$ cat config.mk
export PLATFORM = sky130hd
export DESIGN_NAME = regex_dot_star_match_core
export DESIGN_NICKNAME = d
export VERILOG_FILES = /design/src/sv/rdsm_pkg.sv /design/src/sv/rdsm_cfg_regs.sv /design/src/sv/rdsm_row_step.sv /design/src/sv/regex_dot_star_match_core.sv
export SDC_FILE = /design/constraint.sdc
export NUM_CORES = 1
export LEC_CHECK = 0
export ABC_CLOCK_PERIOD_IN_PS = 9700
export BUFFER_PORTS_ARGS = -buffer_cell sky130_fd_sc_hd__buf_2
export CORE_MARGIN = 5
export CORE_UTILIZATION = 44
export CTS_BUF_LIST = sky130_fd_sc_hd__clkbuf_4 sky130_fd_sc_hd__clkbuf_8 sky130_fd_sc_hd__clkbuf_16
export CTS_CLUSTER_DIAMETER = 120
export DETAILED_ROUTE_END_ITERATION = 6
export GPL_ROUTABILITY_DRIVEN = 0
export HOLD_SLACK_MARGIN = 0.06
export SLEW_MARGIN = 15
export SYNTH_ARGS = -nofsm -noshare
export SYNTH_HDL_FRONTEND = slang
export SYNTH_SLANG_ARGS = --single-unit
$ cat constraint.sdc
create_clock -name clk -period 9.7 [get_ports clk]
set_input_delay 0.97 -clock clk [delete_from_list [all_inputs] [get_ports clk]]
set_output_delay 0.97 -clock clk [all_outputs]
set_load 0.03 [all_outputs]
$ cat src/sv/rdsm_pkg.sv
// ----------------------------------------------------------------------------
// rdsm_pkg - shared types and constants for the dot-star pattern matcher
// Pattern capacity, character codes, register indexes and the decoded
// pattern bundle passed from the register file to the row update logic.
// ----------------------------------------------------------------------------
package rdsm_pkg;

  localparam int PATTERN_MAX = 32;
  localparam int ROW_W       = PATTERN_MAX + 1;
  localparam int LEN_W       = 6;
  localparam int WORD_W      = 64;
  localparam int NUM_WORDS   = 4;
  localparam int CFG_IDX_W   = 3;
  localparam int CFG_DATA_W  = WORD_W;
  localparam int CHAR_W      = 8;
  // levels of the stride-two prefix scan: each chain holds ceil(ROW_W/2) bits
  localparam int SCAN_LEVELS = $clog2((ROW_W + 1) / 2);

  localparam logic [CHAR_W-1:0] STAR_CHAR = 8'h2A;
  localparam logic [CHAR_W-1:0] DOT_CHAR  = 8'h2E;

  typedef enum logic [CFG_IDX_W-1:0] {
    REG_PATTERN_LENGTH = 3'd0,
    REG_PATTERN_WORD_0 = 3'd1,
    REG_PATTERN_WORD_1 = 3'd2,
    REG_PATTERN_WORD_2 = 3'd3,
    REG_PATTERN_WORD_3 = 3'd4
  } cfg_reg_t;

  typedef enum logic {
    OP_BEGIN  = 1'b0,
    OP_APPEND = 1'b1
  } op_t;

  typedef struct packed {
    logic [LEN_W-1:0]                   len;        // clamped to PATTERN_MAX
    logic                               lead_star;
    logic [PATTERN_MAX-1:0]             is_star;
    logic [PATTERN_MAX-1:0]             is_dot;
    logic [PATTERN_MAX-1:0][CHAR_W-1:0] chars;
  } pat_info_t;

endpackage

$ cat src/sv/rdsm_cfg_regs.sv
// ----------------------------------------------------------------------------
// rdsm_cfg_regs - pattern register file
// Holds the length and the four pattern words, and decodes them into per
// position star and dot flags for the row update.
// ----------------------------------------------------------------------------
module rdsm_cfg_regs (
  input  logic                              clk,
  input  logic                              rst_n,
  input  logic                              cfg_wr_en,
  input  logic [rdsm_pkg::CFG_IDX_W-1:0]    cfg_index,
  input  logic [rdsm_pkg::CFG_DATA_W-1:0]   cfg_data,
  output rdsm_pkg::pat_info_t               pat
);

  logic [rdsm_pkg::LEN_W-1:0]                              len_r;
  logic [rdsm_pkg::LEN_W-1:0]                              len_nxt;
  logic [rdsm_pkg::NUM_WORDS-1:0][rdsm_pkg::WORD_W-1:0]    word_r;
  logic [rdsm_pkg::NUM_WORDS-1:0][rdsm_pkg::WORD_W-1:0]    word_nxt;

  always_comb begin
    len_nxt  = len_r;
    word_nxt = word_r;
    if (cfg_wr_en) begin
      unique case (rdsm_pkg::cfg_reg_t'(cfg_index))
        rdsm_pkg::REG_PATTERN_LENGTH: len_nxt   = cfg_data[rdsm_pkg::LEN_W-1:0];
        rdsm_pkg::REG_PATTERN_WORD_0: word_nxt[0] = cfg_data;
        rdsm_pkg::REG_PATTERN_WORD_1: word_nxt[1] = cfg_data;
        rdsm_pkg::REG_PATTERN_WORD_2: word_nxt[2] = cfg_data;
        rdsm_pkg::REG_PATTERN_WORD_3: word_nxt[3] = cfg_data;
        default: ;  // unused indexes are dropped
      endcase
    end
  end

  always_ff @(posedge clk) begin
    if (!rst_n) begin
      len_r  <= '0;
      word_r <= '0;
    end else begin
      len_r  <= len_nxt;
      word_r <= word_nxt;
    end
  end

  always_comb begin
    pat.chars = word_r;  // byte 0 of word 0 is pattern position 0
    if (len_r > rdsm_pkg::LEN_W'(rdsm_pkg::PATTERN_MAX)) begin
      pat.len = rdsm_pkg::LEN_W'(rdsm_pkg::PATTERN_MAX);
    end else begin
      pat.len = len_r;
    end
    for (int i = 0; i < rdsm_pkg::PATTERN_MAX; i++) begin
      pat.is_star[i] = (pat.chars[i] == rdsm_pkg::STAR_CHAR);
      pat.is_dot[i]  = (pat.chars[i] == rdsm_pkg::DOT_CHAR);
    end
    pat.lead_star = (pat.len != '0) && pat.is_star[0];
  end

endmodule

$ cat src/sv/rdsm_row_step.sv
// ----------------------------------------------------------------------------
// rdsm_row_step - next prefix-match row
// Forms generate/propagate terms per position and resolves the star closure
// x[j] = g[j] | s[j] & x[j-2] with a log-depth prefix scan.
// ----------------------------------------------------------------------------
module rdsm_row_step (
  input  rdsm_pkg::pat_info_t                pat,
  input  rdsm_pkg::op_t                      op,
  input  logic [rdsm_pkg::CHAR_W-1:0]        text_char,
  input  logic [rdsm_pkg::ROW_W-1:0]         row_in,
  output logic [rdsm_pkg::ROW_W-1:0]         row_out,
  output logic                               matched,
  output logic                               hopeless
);

  logic [rdsm_pkg::PATTERN_MAX-1:0] fits;
  logic [rdsm_pkg::ROW_W-1:0]       gen;
  logic [rdsm_pkg::ROW_W-1:0]       prop;
  logic [rdsm_pkg::ROW_W-1:0]       g_lvl [rdsm_pkg::SCAN_LEVELS+1];
  logic [rdsm_pkg::ROW_W-1:0]       p_lvl [rdsm_pkg::SCAN_LEVELS+1];
  logic                             adv;

  assign adv = (op == rdsm_pkg::OP_APPEND);

  always_comb begin
    for (int i = 0; i < rdsm_pkg::PATTERN_MAX; i++) begin
      fits[i] = pat.is_dot[i] || (pat.chars[i] == text_char);
    end
  end

  always_comb begin
    gen  = '0;
    prop = '0;
    gen[0] = !adv;  // empty text matches the empty prefix
    for (int j = 1; j <= rdsm_pkg::PATTERN_MAX; j++) begin
      if (j <= int'(pat.len)) begin
        if (j > 1 && pat.is_star[j-1]) begin
          prop[j] = 1'b1;
          gen[j]  = adv && row_in[j] && fits[j-2];
        end else begin
          gen[j]  = adv && row_in[j-1] && fits[j-1];
        end
      end
    end
    if (pat.lead_star) begin
      gen  = '0;
      prop = '0;
    end
  end

  // stride-two scan, distances 2, 4, 8 ...
  always_comb begin
    g_lvl[0] = gen;
    p_lvl[0] = prop;
    for (int l = 0; l < rdsm_pkg::SCAN_LEVELS; l++) begin
      g_lvl[l+1] = g_lvl[l] | (p_lvl[l] & (g_lvl[l] << (2 << l)));
      p_lvl[l+1] = p_lvl[l] & (p_lvl[l] << (2 << l));
    end
  end

  // bits above the length are always clear, so the whole row can be reduced
  assign row_out  = g_lvl[rdsm_pkg::SCAN_LEVELS];
  assign matched  = row_out[pat.len];
  assign hopeless = ~|row_out;

endmodule

$ cat src/sv/regex_dot_star_match_core.sv
// ----------------------------------------------------------------------------
// regex_dot_star_match_core - streaming '.' / '*' pattern matcher
// Matches a byte stream against a configured pattern of up to 32 characters.
// ----------------------------------------------------------------------------
// One item is taken every clock cycle when the result side keeps up; each item
// passes through the input register, then the result register, before its
// result is presented. The rate is set by the prefix-row register, whose next
// value is computed combinationally from its current one for each item. A
// begin item loads the empty-text row; an append item advances the row by one
// byte.
// Write the pattern registers only while no item is in flight.
module regex_dot_star_match_core (
  input  logic                              clk,
  input  logic                              rst_n,
  input  logic                              in_tvalid,
  output logic                              in_tready,
  input  logic [7:0]                        in_tdata,   // [7:0] text_char
  input  logic [0:0]                        in_tuser,   // [0] operation
  output logic                              out_tvalid,
  input  logic                              out_tready,
  output logic [7:0]                        out_tdata,  // [0] matched, [1] hopeless
  input  logic                              cfg_wr_en,
  input  logic [rdsm_pkg::CFG_IDX_W-1:0]    cfg_index,
  input  logic [rdsm_pkg::CFG_DATA_W-1:0]   cfg_data
);

  rdsm_pkg::pat_info_t               pat;

  logic                              s1_valid_r;
  logic                              s1_valid_nxt;
  rdsm_pkg::op_t                     s1_op_r;
  logic [rdsm_pkg::CHAR_W-1:0]       s1_char_r;
  logic [rdsm_pkg::ROW_W-1:0]        row_r;
  logic [rdsm_pkg::ROW_W-1:0]        row_nxt;
  logic                              out_valid_r;
  logic                              out_valid_nxt;
  logic                              out_matched_r;
  logic                              out_hopeless_r;
  logic                              step_matched;
  logic                              step_hopeless;
  logic                              out_free;
  logic                              s1_fire;
  logic                              in_fire;

  rdsm_cfg_regs u_cfg (
    .clk       (clk),
    .rst_n     (rst_n),
    .cfg_wr_en (cfg_wr_en),
    .cfg_index (cfg_index),
    .cfg_data  (cfg_data),
    .pat       (pat)
  );

  rdsm_row_step u_step (
    .pat       (pat),
    .op        (s1_op_r),
    .text_char (s1_char_r),
    .row_in    (row_r),
    .row_out   (row_nxt),
    .matched   (step_matched),
    .hopeless  (step_hopeless)
  );

  assign out_free  = !out_valid_r || out_tready;
  assign s1_fire   = s1_valid_r && out_free;
  assign in_tready = !s1_valid_r || out_free;
  assign in_fire   = in_tvalid && in_tready;

  always_comb begin
    s1_valid_nxt = s1_valid_r;
    if (in_fire) begin
      s1_valid_nxt = 1'b1;
    end else if (s1_fire) begin
      s1_valid_nxt = 1'b0;
    end
    out_valid_nxt = out_valid_r;
    if (s1_fire) begin
      out_valid_nxt = 1'b1;
    end else if (out_tready) begin
      out_valid_nxt = 1'b0;
    end
  end

  always_ff @(posedge clk) begin
    if (!rst_n) begin
      s1_valid_r  <= 1'b0;
      out_valid_r <= 1'b0;
      row_r       <= rdsm_pkg::ROW_W'(1);
    end else begin
      s1_valid_r  <= s1_valid_nxt;
      out_valid_r <= out_valid_nxt;
      if (s1_fire) begin
        row_r <= row_nxt;
      end
    end
  end

  always_ff @(posedge clk) begin
    if (in_fire) begin
      s1_op_r   <= rdsm_pkg::op_t'(in_tuser[0]);
      s1_char_r <= in_tdata;
    end
    if (s1_fire) begin
      out_matched_r  <= step_matched;
      out_hopeless_r <= step_hopeless;
    end
  end

  assign out_tvalid = out_valid_r;
  assign out_tdata  = {6'b0, out_hopeless_r, out_matched_r};

  // a full match always leaves a live prefix
  a_match_not_hopeless: assert property (@(posedge clk) disable iff (!rst_n)
    out_tvalid |-> !(out_tdata[0] && out_tdata[1]))
    else $error("matched and hopeless both set");

  // begin loads the empty prefix unless the pattern opens with a star
  a_begin_row: assert property (@(posedge clk) disable iff (!rst_n)
    (s1_fire && s1_op_r == rdsm_pkg::OP_BEGIN) |=> (row_r[0] == !pat.lead_star))
    else $error("empty-text row has wrong bit zero");

  // any appended byte kills the empty prefix
  a_append_row: assert property (@(posedge clk) disable iff (!rst_n)
    (s1_fire && s1_op_r == rdsm_pkg::OP_APPEND) |=> !row_r[0])
    else $error("bit zero survived a text byte");

  // a stalled item stays in the input register
  a_s1_hold: assert property (@(posedge clk) disable iff (!rst_n)
    (s1_valid_r && !s1_fire) |=> s1_valid_r)
    else $error("input register item lost");

endmodule

* Word level (Yosys, flattened, before mapping)
Index checks and enable logic that the tools add are counted.
Word-level totals: input bits 81, output and inout port bits 10, bits in registers 308, logic and storage cells 441
Cells by class: $lt $le $gt $ge 34, reduce and logical (&&, ||, !) cells 147, mux-type cells 134, bitwise logic cells 14, equality and inequality tests 100
Operator list (number):
- $eq A8 B6 Y1 const B | 64
- $and A33 B33 Y33 | 9
- $eq A8 B8 Y1 | 32
- $or A33 B33 Y33 | 5
- $mux W1 | 130
- $logic_and A1 B1 Y1 | 99
- $le A5 B6 Y1 const A | 16
- $mux W33 | 2
- $le A4 B6 Y1 const A | 8
- $logic_or A1 B1 Y1 | 34
- $reduce_or A33 Y1 | 1
- $le A3 B6 Y1 const A | 4
- $le A2 B6 Y1 const A | 2
- $reduce_and A2 Y1 | 5
- $lt A6 B7 Y1 const B | 1
- $bmux W1 S6 | 1
- $eq A3 B2 Y1 const B | 2
- $gt A6 B6 Y1 const B | 1
- $le A1 B6 Y1 const A | 1
- $le A6 B6 Y1 const A | 1
- $mux W6 | 1
- $reduce_bool A6 Y1 | 1
- $logic_not A1 Y1 | 4
- $reduce_bool A2 Y1 | 2
- 3 further kinds | 3

* Longest topological paths before layout
Gate-level depths: netlist (run 1).
word-level depth 18, depth in mapped cells 17

* By module
From an unflattened synthesis (run 1), not the netlist that was laid out.
Second synthesis, totals: cells, all modules 2122, area total of the unflattened synthesis 17372.9 µm²
By module, submodules not included:
- rdsm_cfg_regs | cells an instance 1122, seq. area each 5245.0 µm², area an instance 9630.5 µm², times used 1
- rdsm_row_step | cells an instance 828, seq. area each 0.0 µm², area an instance 5924.4 µm², times used 1
- regex_dot_star_match_core | cells an instance 172, seq. area each 1031.0 µm², area an instance 1818.0 µm², times used 1

* Least setup slack after synthesis (run 1)
No wires, ideal clock.
kind reg2reg, start register u_cfg.word_r, in the netlist u_cfg.pat[12], end register out_hopeless_r, data pin, arrival 3251 ps, library setup time 270 ps, stages on the path, launching flop included 13, period minus slack after synthesis 3522 ps, path slack 6178 ps, cells stage by stage dfxtp_1 > or4b_4 > or4_4 > a211oi_2 > o211ai_2 > a21oi_2 > o211ai_2 > a211oi_2 > o21ai_1 > a211oi_2 > a21boi_2 > a2111oi_4 > nor4_1
On the way: cells in the longest elaborated chain, start to end 17, elaborated cells on any way between the ends 30, classes of those cells eq/ne (3); mux (8); bitwise (14); reduce/logical (5)
RTL lines:
- start: declaration | RTL line rdsm_cfg_regs.sv:17 | logic [rdsm_pkg::NUM_WORDS-1:0][rdsm_pkg::WORD_W-1:0] word_r;
- start signal: assignment | RTL line rdsm_cfg_regs.sv:41 | word_r <= word_nxt;
- $eq A8 B6 Y1 or $eq A8 B8 Y1 (tied branches) | RTL line rdsm_cfg_regs.sv:54, rdsm_row_step.sv:27
- $logic_or A1 B1 Y1 | RTL line rdsm_row_step.sv:27 | fits[i] = pat.is_dot[i] || (pat.chars[i] == text_char);
- $logic_and A1 B1 Y1 | RTL line rdsm_row_step.sv:41 | gen[j] = adv && row_in[j-1] && fits[j-1];
- $mux W1 | RTL line rdsm_row_step.sv:37 | if (j > 1 && pat.is_star[j-1]) begin
- $mux W1 | RTL line rdsm_row_step.sv:36 | if (j <= int'(pat.len)) begin
- $mux W33 | RTL line rdsm_row_step.sv:45 | if (pat.lead_star) begin
- $and A33 B33 Y33 | RTL line rdsm_row_step.sv:56 | g_lvl[l+1] = g_lvl[l] | (p_lvl[l] & (g_lvl[l] << (2 << l)));
- $or A33 B33 Y33 | RTL line rdsm_row_step.sv:56
- [2 not listed]
- $and A33 B33 Y33 | RTL line rdsm_row_step.sv:56
- $or A33 B33 Y33 | RTL line rdsm_row_step.sv:56
- $and A33 B33 Y33 | RTL line rdsm_row_step.sv:56
- $or A33 B33 Y33 | RTL line rdsm_row_step.sv:56
- $or A33 B33 Y33 * | RTL line rdsm_row_step.sv:56
- $reduce_or A33 Y1 * | RTL line rdsm_row_step.sv:64 | assign hopeless = ~|row_out;
- $logic_not A1 Y1 * | RTL line rdsm_row_step.sv:64
- net step_hopeless | RTL line regex_dot_star_match_core.sv:40 | logic step_hopeless;
- end signal: assignment | RTL line regex_dot_star_match_core.sv:105 | out_hopeless_r <= step_hopeless;
- end: declaration | RTL line regex_dot_star_match_core.sv:38 | logic out_hopeless_r;
The timed path passes the listed nets; every way through them passes the cells marked *. A chain may end at the register's enable or synchronous reset.

* Worst setup path after layout (run 1)
start register u_cfg.len_r[2] in the netlist's numbering, end register out_matched_r, data pin
On the way: cells in the longest elaborated chain, start to end 16, elaborated cells on any way between the ends 117, classes of those cells order compare (33); mux (68); bitwise (14); reduce/logical (2)
RTL lines:
- start: declaration | RTL line rdsm_cfg_regs.sv:15 | logic [rdsm_pkg::LEN_W-1:0] len_r;
- start signal: assignment | RTL line rdsm_cfg_regs.sv:40 | len_r <= len_nxt;
- $gt A6 B6 Y1 | RTL line rdsm_cfg_regs.sv:47 | if (len_r > rdsm_pkg::LEN_W'(rdsm_pkg::PATTERN_MAX)) begin
- $mux W6 * | RTL line rdsm_cfg_regs.sv:47
- $le A2 B6 Y1 (tied with other cells) | RTL line rdsm_row_step.sv:36
- $mux W1 or $logic_and A1 B1 Y1 (tied branches) | RTL line rdsm_row_step.sv:36, rdsm_cfg_regs.sv:56
- $mux W33 | RTL line rdsm_row_step.sv:45
- $and A33 B33 Y33 | RTL line rdsm_row_step.sv:56
- $or A33 B33 Y33 | RTL line rdsm_row_step.sv:56
- $and A33 B33 Y33 | RTL line rdsm_row_step.sv:56
- $or A33 B33 Y33 | RTL line rdsm_row_step.sv:56
- $and A33 B33 Y33 | RTL line rdsm_row_step.sv:56
- $or A33 B33 Y33 | RTL line rdsm_row_step.sv:56
- $and A33 B33 Y33 | RTL line rdsm_row_step.sv:56
- $or A33 B33 Y33 (2 in series) | RTL line rdsm_row_step.sv:56
- $bmux W1 S6 * | RTL line rdsm_row_step.sv:63 | assign matched = row_out[pat.len];
- $mux W1 (implied by the code) * | RTL line rdsm_row_step.sv:63
- net step_matched | RTL line regex_dot_star_match_core.sv:39 | logic step_matched;
- end signal: assignment | RTL line regex_dot_star_match_core.sv:104 | out_matched_r <= step_matched;
- end: declaration | RTL line regex_dot_star_match_core.sv:37 | logic out_matched_r;
The timed path passes the listed nets; every way through them passes the cells marked *. The select of a mux whose other input is x is not followed.

==> results of run 1 <==
==> Yosys cell counts, types with 26 or more instances <==
library cell,number
nand2_1,617
a21boi_0,163
dfxtp_1,297
clkbuf_1,109
buf_4,29
o21ai_0,42
a21oi_1,164
nor3_1,28
nor4b_1,26
xor2_1,48
nand3_1,46
xnor2_1,208
nand4_1,74
nor4_1,26
nor2_1,98
==> path summary, 6_finish.rpt <==
kind	start	to	slack [ns]	cells after the start
setup / recovery	u_cfg.len_r[2]$_SDFFE_PN0P_	out_matched_r$_DFFE_PP_	4.47	13
hold / removal	row_r[14]$_SDFFE_PN0P_	row_r[14]$_SDFFE_PN0P_	0.45	2
setup reg to reg	u_cfg.len_r[2]$_SDFFE_PN0P_	out_matched_r$_DFFE_PP_	4.47	13
hold reg to reg	row_r[14]$_SDFFE_PN0P_	row_r[14]$_SDFFE_PN0P_	0.45	2
==> final cells by class <==
class                   count  area (um^2)  share of cell area (%)
diodes                      1         2.50                  0.0126
multi-input cells        1861        10900                    55.1
clock buffers              51         1110                    5.59
well taps                 532          666                    3.35
clock inverters            13          168                   0.844
repair buffers            109          611                    3.07
inverters                  25         96.3                   0.485
flip-flops and latches    308         6280                    31.6
==> cells by family (layout without fill, tap and decap cells) <==
family	after synthesis	count (layout)
buffers and inverters	185	198
AND/OR/NAND/NOR	1064	1064
other	1	7
XOR/XNOR	256	256
flip-flops	308	308
AO/OA/AOI/OAI	530	530
multiplexers	5	5
==> flip-flops by register name, indices dropped and copies added (netlist names) <==
signal	flops
out_hopeless_r	1
s1_valid_r	1
s1_op_r	1
out_tvalid	1
s1_char_r	8
u_cfg.pat	256
u_cfg.len_r	6
out_matched_r	1
row_r	33
==> metal layers <==
layer	vias up	global-route usage (%)	wire (um)
met4	0	10.5	2410
met2	686	43.5	28700
met5	-	0	0
met3	154	4.75	4740
met1	8054	35.4	25700
li1	8097	-	-
==> worst max-delay path, stage by stage (launching register included) <==
cell and delay [ns]:
dfxtp_1 0.76, inv_1 0.39, nand3_1 0.24, nand2_1 0.46, nand2_1 0.71, a21oi_1 0.15
o21bai_2 0.29, o21ai_1 0.22, a41oi_1 0.54, a21oi_1 0.14, nor4_1 0.30, a211oi_1 0.12
a2111oi_0 0.48, nand3_1 0.12
==> report_power, final <==
part | switching (uW) | internal (uW)
Sequential | 32.0 | 1300
Clock | 551 | 904
Combinational | 184 | 102
==> placed cells by master (no fill, tap or decap), types with 44 or more instances in the layout <==
cell type	n
nand4_1	74
a21oi_1	164
xnor2_1	208
nand3_1	44
nor2_1	96
buf_2	83
a21boi_0	163
dfxtp_1	297
xor2_1	48
nand2_1	617
==> through the flow <==
step / hold WS [ns] / power, uW / setup slack [ns] / cells / area [um^2]
after detailed placement: 0.443 / 1640 / 4.65 / 2835 / 18600
after global routing: 0.478 / 3180 / 4.13 / 2900 / 19900
after floorplan: 0.432 / 1550 / 6.18 / 2354 / 18000
final: 0.454 / 3080 / 4.47 / 2900 / 19900
after global placement: 0.441 / 1640 / 4.81 / 2835 / 18600
after CTS: 0.452 / 3100 / 4.66 / 2899 / 19900
==> flow_summary.toml, run 1 <==
[outcome]
status = "finished with violations"
violations = "DRC"

[global_route]
grt_pass1_vias = 16377
antenna_found_initial = 1
track_usage_pct = 26.7
grt_pass1_wl_um = 94900
grt_overflow = 0
grt_max_degree = 70

[sta]
fin_crit_sh_pct = 53.9
finalSetupViolCount = 0
skew_ns = 0.0154
slew_viol_final = 0
worstMarginPinSlew_ns = 1.06
rsz0062_at_grt = "no"
fmax_mhz = 191
tns_ns = 0
hold_violations = 0
relSlewSlack_pct = 28.7
period_needed_ns = 5.23

[cts]
cts_setup_buffers = 0
ctsResizeCount = 0
htreeDepth = 2
clock-root-buffer = "clkbuf_16"
cts_tree = "built"
cts_max_path_buffers = 3
clock_latency_ns = 0.55
clkTransAtPathRegs_ns = 0.06
numCtsBuffers = 36
ctsHoldBuffers = 0
cts_sinks = 308

[floorplanning]
die_area_mm2 = 0.0451
die_y_um = 212
fp.coreArea_mm2 = 0.0406
io_pins = 91
rows = 74
start_util_pct = 44.3
die_w_um = 212

[synth]
avgSynthCellArea_um2 = 7.66
synth_top_family_by_area = "simple AND/OR/NAND/NOR gates"
netlist_area_mm2 = 0.0180
synth_area_leader_cell = "dfxtp_1"
synth_simple_gate_area_share_pct = 27.8
synth_edf_count = 11
yosysSeqAreaShare_pct = 34.9
synth_adder_area_share_pct = 0
synth_compound_area_share_pct = 19.9
synth_cell_types = 94
synth_xor_area_share_pct = 12.5
synthTopCellsByArea = "dfxtp_1 33%, nand2_1 13%, xnor2_1 10%"
ys_warn_count = 0
synth.top_cell.area_share_pct = 33.0
syn_inst = 2349
muxShareOfSynthArea_pct = 0.292
ys.flop_type = "dfxtp_1"
ys_seq_elements = 308
synthArstFlopShare_pct = 0

[cells_and_area]
nFillCells = 3929
nNetsFinal = 2422
area_growth_pct = 10.4
drive_above_1_share_pct = 8.79
fin_util_pct = 48.9

[placed_design]
port_buffers = 84
hpwlAfterDp_um = 41100

[worst_setup_path]
critPathKind = "flop to flop"
crit_fanout = 19
worstPathArrival_ns = 5.50
cp-start-kind = "flop"
required_ns = 9.97
endpoint_kind = "flop"

[detailed_routing]
vias = 16991
wire_per_inst_um = 21.2
drc = 2
dr.first_iter.drc_count = 1624
viasPerCell = 5.86
dr.pass1.iters = 7
ant_nets = 0
routed_wl_um = 61600

[power]
p_leak_uw = 0.00635
p_per_area_mw_per_mm2 = 155
peakVddDrop_uv = 131

[flow_run]
cap_violations = 0

[hold_path]
hold_class = "flop to flop"
Power figures use the tool's default switching activity.
==> inputs of run 2 (changes only) <==
--- a/config.mk
+++ b/config.mk
@@ -5,7 +5,7 @@
 export SDC_FILE = /design/constraint.sdc
 export NUM_CORES = 1
 export LEC_CHECK = 0
-export ABC_CLOCK_PERIOD_IN_PS = 9700
+export ABC_CLOCK_PERIOD_IN_PS = 4250
 export BUFFER_PORTS_ARGS = -buffer_cell sky130_fd_sc_hd__buf_2
 export CORE_MARGIN = 5
 export CORE_UTILIZATION = 44
==> constraint.sdc (replaced) <==
create_clock -name clk -period 4.25 [get_ports clk]
set_input_delay 0.425 -clock clk [delete_from_list [all_inputs] [get_ports clk]]
set_output_delay 0.425 -clock clk [all_outputs]
set_load 0.03 [all_outputs]
==> flow_summary.toml, run 2 (synthesized netlist as in run 1, its figures left out) <==
[outcome]
status = "completed"

[detailed_routing]
dr.first_iter.drc_count = 1699
drc = 0
viasPerCell = 5.92
ant_nets = 0
wire_per_inst_um = 21.6
dr.pass1.iters = 6
vias = 17504
routed_wl_um = 64000

[hold_path]
hold_class = "input pin to flop"
hold_path.startpoint = "in_tvalid"

[worst_setup_path]
crit_fanout = 11
r2r_start = "u_cfg.len_r[1]$_SDFFE_PN0P_"
cp_cell_sequence = "buf_4, nor2_1, nand3_1, nand2_1, nand2_1, buf_4, nor2_1, o211ai_2, a211oi_2, o21ai_1, a211oi_2, a21boi_2, a2111oi_4, nor4_2"
path_delay_family = "compound AO/OA/AOI/OAI gates"
crit_slowest_cell = "a2111oi_4"
required_ns = 4.53
worstPathArrival_ns = 4.39
cp-start-kind = "flop"
worstSetupStartpoint = "u_cfg.len_r[1]$_SDFFE_PN0P_"
critPathKind = "flop to flop"
worst-path-buf-inv = 2
endpoint_kind = "flop"
slowest_delay_ns = 0.45

[sta]
hold_violations = 0
period_needed_ns = 4.11
fin_hold_ws_ns = 0.130
rsz0062_at_grt = "no"
skew_ns = 0.0200
finalSetupViolCount = 0
fmax_mhz = 244
worstMarginPinSlew_ns = 1.18
slew_viol_final = 0
tns_ns = 0
fin_crit_sh_pct = 96.6
relSlewSlack_pct = 20.7

[cells_and_area]
largest_register_ffs = 256
final_common_cell = "nand2_1"
nFillCells = 3996
drive_above_1_share_pct = 11.0
final_cell_mix = "617 x nand2_1, 297 x dfxtp_1, 208 x xnor2_1, 163 x a21boi_0, 162 x a21oi_1"
area_growth_pct = 13.5
nNetsFinal = 2484

[floorplanning]
start_util_pct = 44.3
die_y_um = 212
io_pins = 91
fp.coreArea_mm2 = 0.0406
die_area_mm2 = 0.0451
rows = 74
die_w_um = 212

[cts]
clock_latency_ns = 0.55
htreeDepth = 2
cts_max_path_buffers = 3
numCtsBuffers = 37
cts_sinks = 308
clock-root-buffer = "clkbuf_16"
clkTransAtPathRegs_ns = 0.06
cts_tree = "built"

[power]
peakVddDrop_uv = 305
p_per_area_mw_per_mm2 = 334
p_leak_uw = 0.00666

[global_route]
track_usage_pct = 27.8
grt_pass1_vias = 16388
grt_overflow = 0
grt_pass1_wl_um = 98100
grt_max_degree = 107
antenna_found_initial = 0

[placed_design]
port_buffers = 84
hpwlAfterDp_um = 45400

[flow_run]
cap_violations = 0
[run 2: changes by cell type in the layout (fill, tap and decap cells not counted), moves of 3 or more]
cell / delta
clkbuf_4: +5
clkinv_2: -5
buf_12: +12
bufinv_16: -4
dlygate4sd3_1: +9
clkbuf_8: +3
buf_4: +40
[run 2: worst paths after layout]
path                            cells past startpoint                  endpoint  slack [ns]
worst max register to register                     14  out_hopeless_r$_DFFE_PP_        0.14
worst min-delay path                                3   s1_valid_r$_SDFFE_PN0P_        0.13
worst max-delay path                               14  out_hopeless_r$_DFFE_PP_        0.14
worst min register to register                      2    row_r[32]$_SDFFE_PN0P_        0.46
[run 2: worst min-delay path: stages]
cell     delay [ns]
buf_2          0.08
a21oi_1        0.03
nor2b_1        0.09
[run 2: per-stage QoR]
step                power, uW  instances  util [%]  instance area [um^2]  worst slack (ns)
floorplan                3530       2354         -                 18000             0.728
global placement         3780       2885      47.0                 19100            0.0381
detailed placement       3800       2885      47.0                 19100            0.0181
CTS                      6860       2953      50.1                 20300             0.157
global route             7060       2957      50.3                 20400           0.00365
finish                   6820       2958      50.3                 20400             0.145
[run 2: what timing repair did]
action                                  CTS  global route
pin swaps                                 0             1
buffers inserted                          0             2
resized for setup                         1             9
endpoints found under the setup margin    1             2
hold endpoints to repair                  7             2
hold buffers                              7             2
[run 2: routing by layer]
metal  global-route usage (%)  part of all wire [%]  vias up
met5                        0                     0        -
met4                     11.7                   4.8        0
met3                     4.83                   7.2      191
met2                     43.9                    45      783
met1                     37.8                    43     8323
li1                         -                     -     8207
[run 2: where the power goes]
part / internal [uW] / total, uW / switching [uW]
combinational: 271 / 702 / 431
clock: 1830 / 3070 / 1240
sequential: 2970 / 3050 / 74.9
[run 2: area by class of cell]
cell class	count	area, um^2	share of cell area [%]
repair buffers	170	1240	6.08
flip-flops and latches	308	6280	30.7
well taps	532	666	3.26
clock buffers	57	1140	5.57
clock inverters	4	22.5	0.110
diodes	1	2.50	0.0122
inverters	25	96.3	0.472
multi-input cells	1861	11000	53.8
